===== config.mk =====
export PLATFORM = sky130hd
export DESIGN_NAME = etb_ctrl
export DESIGN_NICKNAME = d
export VERILOG_FILES = /design/src/hw/rtl/etb_pkg.sv /design/src/hw/rtl/etb_ctrl.sv
export SDC_FILE = /design/constraint.sdc
export NUM_CORES = 1
export LEC_CHECK = 0
export BUFFER_PORTS_ARGS = -buffer_cell sky130_fd_sc_hd__buf_2
export CELL_PAD_IN_SITES_DETAIL_PLACEMENT = 1
export CELL_PAD_IN_SITES_GLOBAL_PLACEMENT = 2
export CORE_MARGIN = 10
export CORE_UTILIZATION = 19
export DETAILED_ROUTE_END_ITERATION = 10
export PLACE_DENSITY_LB_ADDON = 0.1
export SYNTH_ARGS = -nofsm -noshare
export SYNTH_HDL_FRONTEND = slang
export SYNTH_SLANG_ARGS = --single-unit

===== constraint.sdc =====
create_clock -name aclk -period 1.75 [get_ports aclk]
set_input_delay 0 -clock aclk [delete_from_list [all_inputs] [get_ports aclk]]
set_output_delay 0 -clock aclk [all_outputs]
set_load 0.02 [all_outputs]

===== src/hw/rtl/etb_pkg.sv =====
`timescale 1ns / 1ps
// ============================================================================
// etb_pkg
// Shared constants and controller/datapath interface types for the
// elimination tree builder.
// ============================================================================
package etb_pkg;

    localparam int MAX_NODES = 1024;
    localparam int NODE_W    = $clog2(MAX_NODES);
    localparam int LINK_W    = NODE_W + 1;
    localparam int COUNT_W   = NODE_W + 1;
    localparam int TDATA_W   = ((2 * NODE_W + 7) / 8) * 8;

    // A stored link with its top bit set means the node has no ancestor yet.
    localparam logic [LINK_W-1:0]  LINK_NONE       = {1'b1, {NODE_W{1'b0}}};
    localparam logic [COUNT_W-1:0] NODE_COUNT_RESET = COUNT_W'(MAX_NODES);

    typedef struct packed {
        logic clear_step;
        logic load_item;
        logic lookup;
        logic write_link;
        logic follow;
        logic emit;
    } etb_cmd_t;

    typedef struct packed {
        logic item_ok;
        logic link_none;
        logic link_eq_col;
        logic out_free;
        logic clear_done;
    } etb_status_t;

endpackage


===== src/hw/rtl/etb_ctrl.sv =====
`timescale 1ns / 1ps
// ============================================================================
// etb_ctrl
// Sequencer for the link memory clearing pass and the ancestor walk.
// ============================================================================
module etb_ctrl (
    input  logic                aclk,
    input  logic                aresetn,
    input  logic                s_tvalid,
    output logic                s_tready,
    input  etb_pkg::etb_status_t status,
    output etb_pkg::etb_cmd_t    cmd
);

    typedef enum logic [3:0] {
        ST_CLEAR  = 4'b0001,
        ST_IDLE   = 4'b0010,
        ST_LOOKUP = 4'b0100,
        ST_EVAL   = 4'b1000
    } state_t;

    state_t state_reg;
    state_t state_next;

    always_ff @(posedge aclk) begin
        if (!aresetn) begin
            state_reg <= ST_CLEAR;
        end else begin
            state_reg <= state_next;
        end
    end

    always_comb begin
        state_next = state_reg;
        cmd        = '0;
        s_tready   = 1'b0;
        unique case (state_reg)
            ST_CLEAR: begin
                cmd.clear_step = 1'b1;
                if (status.clear_done) begin
                    state_next = ST_IDLE;
                end
            end
            ST_IDLE: begin
                s_tready = 1'b1;
                if (s_tvalid && status.item_ok) begin
                    cmd.load_item = 1'b1;
                    state_next    = ST_LOOKUP;
                end
            end
            ST_LOOKUP: begin
                cmd.lookup = 1'b1;
                state_next = ST_EVAL;
            end
            ST_EVAL: begin
                if (status.link_none) begin
                    // Wait for the result register before claiming the node.
                    if (status.out_free) begin
                        cmd.write_link = 1'b1;
                        cmd.emit       = 1'b1;
                        state_next     = ST_IDLE;
                    end
                end else if (status.link_eq_col) begin
                    state_next = ST_IDLE;
                end else begin
                    cmd.write_link = 1'b1;
                    cmd.follow     = 1'b1;
                    state_next     = ST_LOOKUP;
                end
            end
            default: begin
                state_next = ST_IDLE;
            end
        endcase
    end

endmodule


==> flow_summary.json <==
{
  "run_status": "complete, no violations",
  "synth_top_area_share_pct": 31.5,
  "utilization_pct": 28.4,
  "die_y_um": 56.6,
  "syn-cell-area_um2": 254,
  "rr_worst_depth": 3,
  "grt_max_degree": 8,
  "synth-edff-count": 0,
  "min_period_ps": 1530,
  "dp_hpwl_um": 726,
  "hold_depth": 2,
  "drtAntennaViolNets": 0,
  "synthTopCellsByArea": "dfxtp_1 (32%), or4b_1 (7.9%), inv_1 (5.9%)",
  "ys_seq_area_share_pct": 31.5,
  "hold_class": "in -> reg",
  "place_area_um2": 343,
  "nFillCells": 172,
  "cp-end-kind": "output port",
  "ctsHoldBuffers": 0,
  "drtIter0Drc": 3,
  "fin_ws_ps": 218,
  "root_buffer": "clkbuf_4",
  "slowest_stage": "or4b_1",
  "cellPowerDensity_nw_per_um2": 779,
  "max_freq_ghz": 0.653,
  "busiest_layer": "met2",
  "critPathMaxFanout": 7,
  "holdWs_ps": 7.96,
  "nNetsFinal": 58,
  "drive_gt1_share_pct": 39.6,
  "slew_violations": 0,
  "tns_ps": 0,
  "critical_path.max_stage_delay_ps": 480,
  "final.setup_skew_ps": 4.23,
  "ys_types": 20,
  "stdcell_count": 63,
  "min_to": "state_reg[1]",
  "crit_chain": "or4b_1, inv_1, and3_1, buf_2",
  "die_area_um2": 3200,
  "met2_usage_pct": 9.25,
  "overflow": 0,
  "drt_wl_total_um": 827,
  "synth_seq_cells": 4,
  "timing.final.hold_violations": 0,
  "avgViaCountPerCell": 4.94,
  "firstDrtPassIters": 4,
  "track_usage_pct": 5.40,
  "ir_worst_vdd_uv": 350,
  "async_flop_share_pct": 0,
  "num_rows": 13,
  "clock-sinks": 4,
  "grt_pass1_vias": 298,
  "relSlewSlack_pct": 80.4,
  "h-tree-depth": 1,
  "preCtsSetupSlack_ps": 311,
  "clockBufferDepth": 2,
  "grt_pass1_wl_mm": 1.34,
  "globalRouteMet3Util_pct": 2.25,
  "wire_per_inst_um": 13.1,
  "port_buffers": 14,
  "clk_pin_slew_ps": 40,
  "power_uw": 285,
  "hp-start": "aresetn",
  "core_um2": 1280,
  "clk_latency_ps": 240,
  "initial_core_util_pct": 19.8,
  "period_share_pct": 87.5,
  "ys_warn_count": 0,
  "die_w_um": 56.6,
  "cts_resized": 0,
  "fin_area_um2": 365,
  "rsz0062_at_grt": "no",
  "tightest_slew_ps": 292,
  "reg2reg_to": "state_reg[1]",
  "cp_data_arrival_time_ps": 1530,
  "yosysTopAreaCell": "dfxtp_1",
  "p_leak_nw": 0.181,
  "num_vias": 311,
  "cts_tree": "yes",
  "post_cts_buffers": 0,
  "syn_inst": 31,
  "antenna_cells": 0,
  "crit_path_start_kind": "register",
  "dp_cells": 60,
  "synth_nets": 39,
  "setup-violations-final": 0,
  "synth_common_cells": "dfxtp_1 (4), inv_1 (4), nor2_1 (4)",
  "largest_reg_flops": 4,
  "antenna_found_initial": 0,
  "io_pins": 15,
  "r2r-start": "state_reg[3]",
  "critical_path_class": "reg -> out",
  "gp_congestion": 0.758,
  "post-route-drc-count": 0,
  "cp.required_ps": 1750,
  "r2r_setup_slack_ps": 310,
  "numCtsBuffers": 3,
  "synthFlopType": "dfxtp_1",
  "grt_use_met1_pct": 4.57,
  "syn_to_final_growth_pct": 43.8,
  "cap_violations": 0,
  "avgSynthCellArea_um2": 8.19
}
## kinds of logic (layout without fill, tap and decap cells)
logic type	count (synthesis)	in the layout	synth area share (%)
and+or+nand+nor	17	17	46.3
AOI/OAI and AO/OA	6	6	16.3
DFF	4	4	31.5
buffers and inverters	4	21	5.91
## metal layers
metal / share of wire (%) / up-vias
met3: 8.1 / 3
met1: 35 / 150
met2: 53 / 9
met5: 0 / -
met4: 3.6 / 0
li1: - / 149
## power by group
| group | leakage (nW) | switching (mW) | internal, mW | total, mW |
|---|---|---|---|---|
| registers | 0.0330 | 0.0106 | 0.0991 | 0.110 |
| logic | 0.135 | 0.0314 | 0.0297 | 0.0611 |
| clock network | 0.0138 | 0.0372 | 0.0766 | 0.114 |
## critical path: cells and delay by family, from the launching register on
| kind | cells | cell delay, ps |
|---|---|---|
| buf+inv | 2 | 240 |
| flops | 1 | 420 |
| simple gates | 2 | 630 |
## worst max-delay path by stage
| stage | from | to | slack (ps) | depth (start not counted) |
|---|---|---|---|---|
| final | state_reg[1] | cmd[4] | 220 | 4 |
| after global routing | state_reg[1] | cmd[4] | 110 | 4 |
| after floorplan | state_reg[3] | state_reg[1] | 370 | 3 |
| after CTS | state_reg[1] | cmd[4] | 190 | 4 |
| after detailed placement | state_reg[3] | state_reg[1] | 310 | 3 |
| after global placement | state_reg[3] | state_reg[1] | 340 | 3 |
## area by class of cell
class	instances	area [um2]	share of cell area, %
clock buffers	3	22.5	6.16
inverters	4	15.0	4.11
multi-input cells	23	159	43.5
flip-flops and latches	4	80.1	21.9
well taps	15	18.8	5.14
repair buffers	14	70.1	19.2
## layout by cell type, fill, tap and decap left out, drive strengths merged
cell,n
clkbuf,3
nand4bb,1
nand2,1
a32o,1
or2,1
nor4,1
nor3b,1
inv,4
and2b,1
nor2,4
a21oi,2
dfxtp,4
and3,1
nor3,1
nor4b,1
a211o,1
nand2b,1
o21a,1
or4b,3
o21ai,1
buf,14
Power figures use the tool's default switching activity.
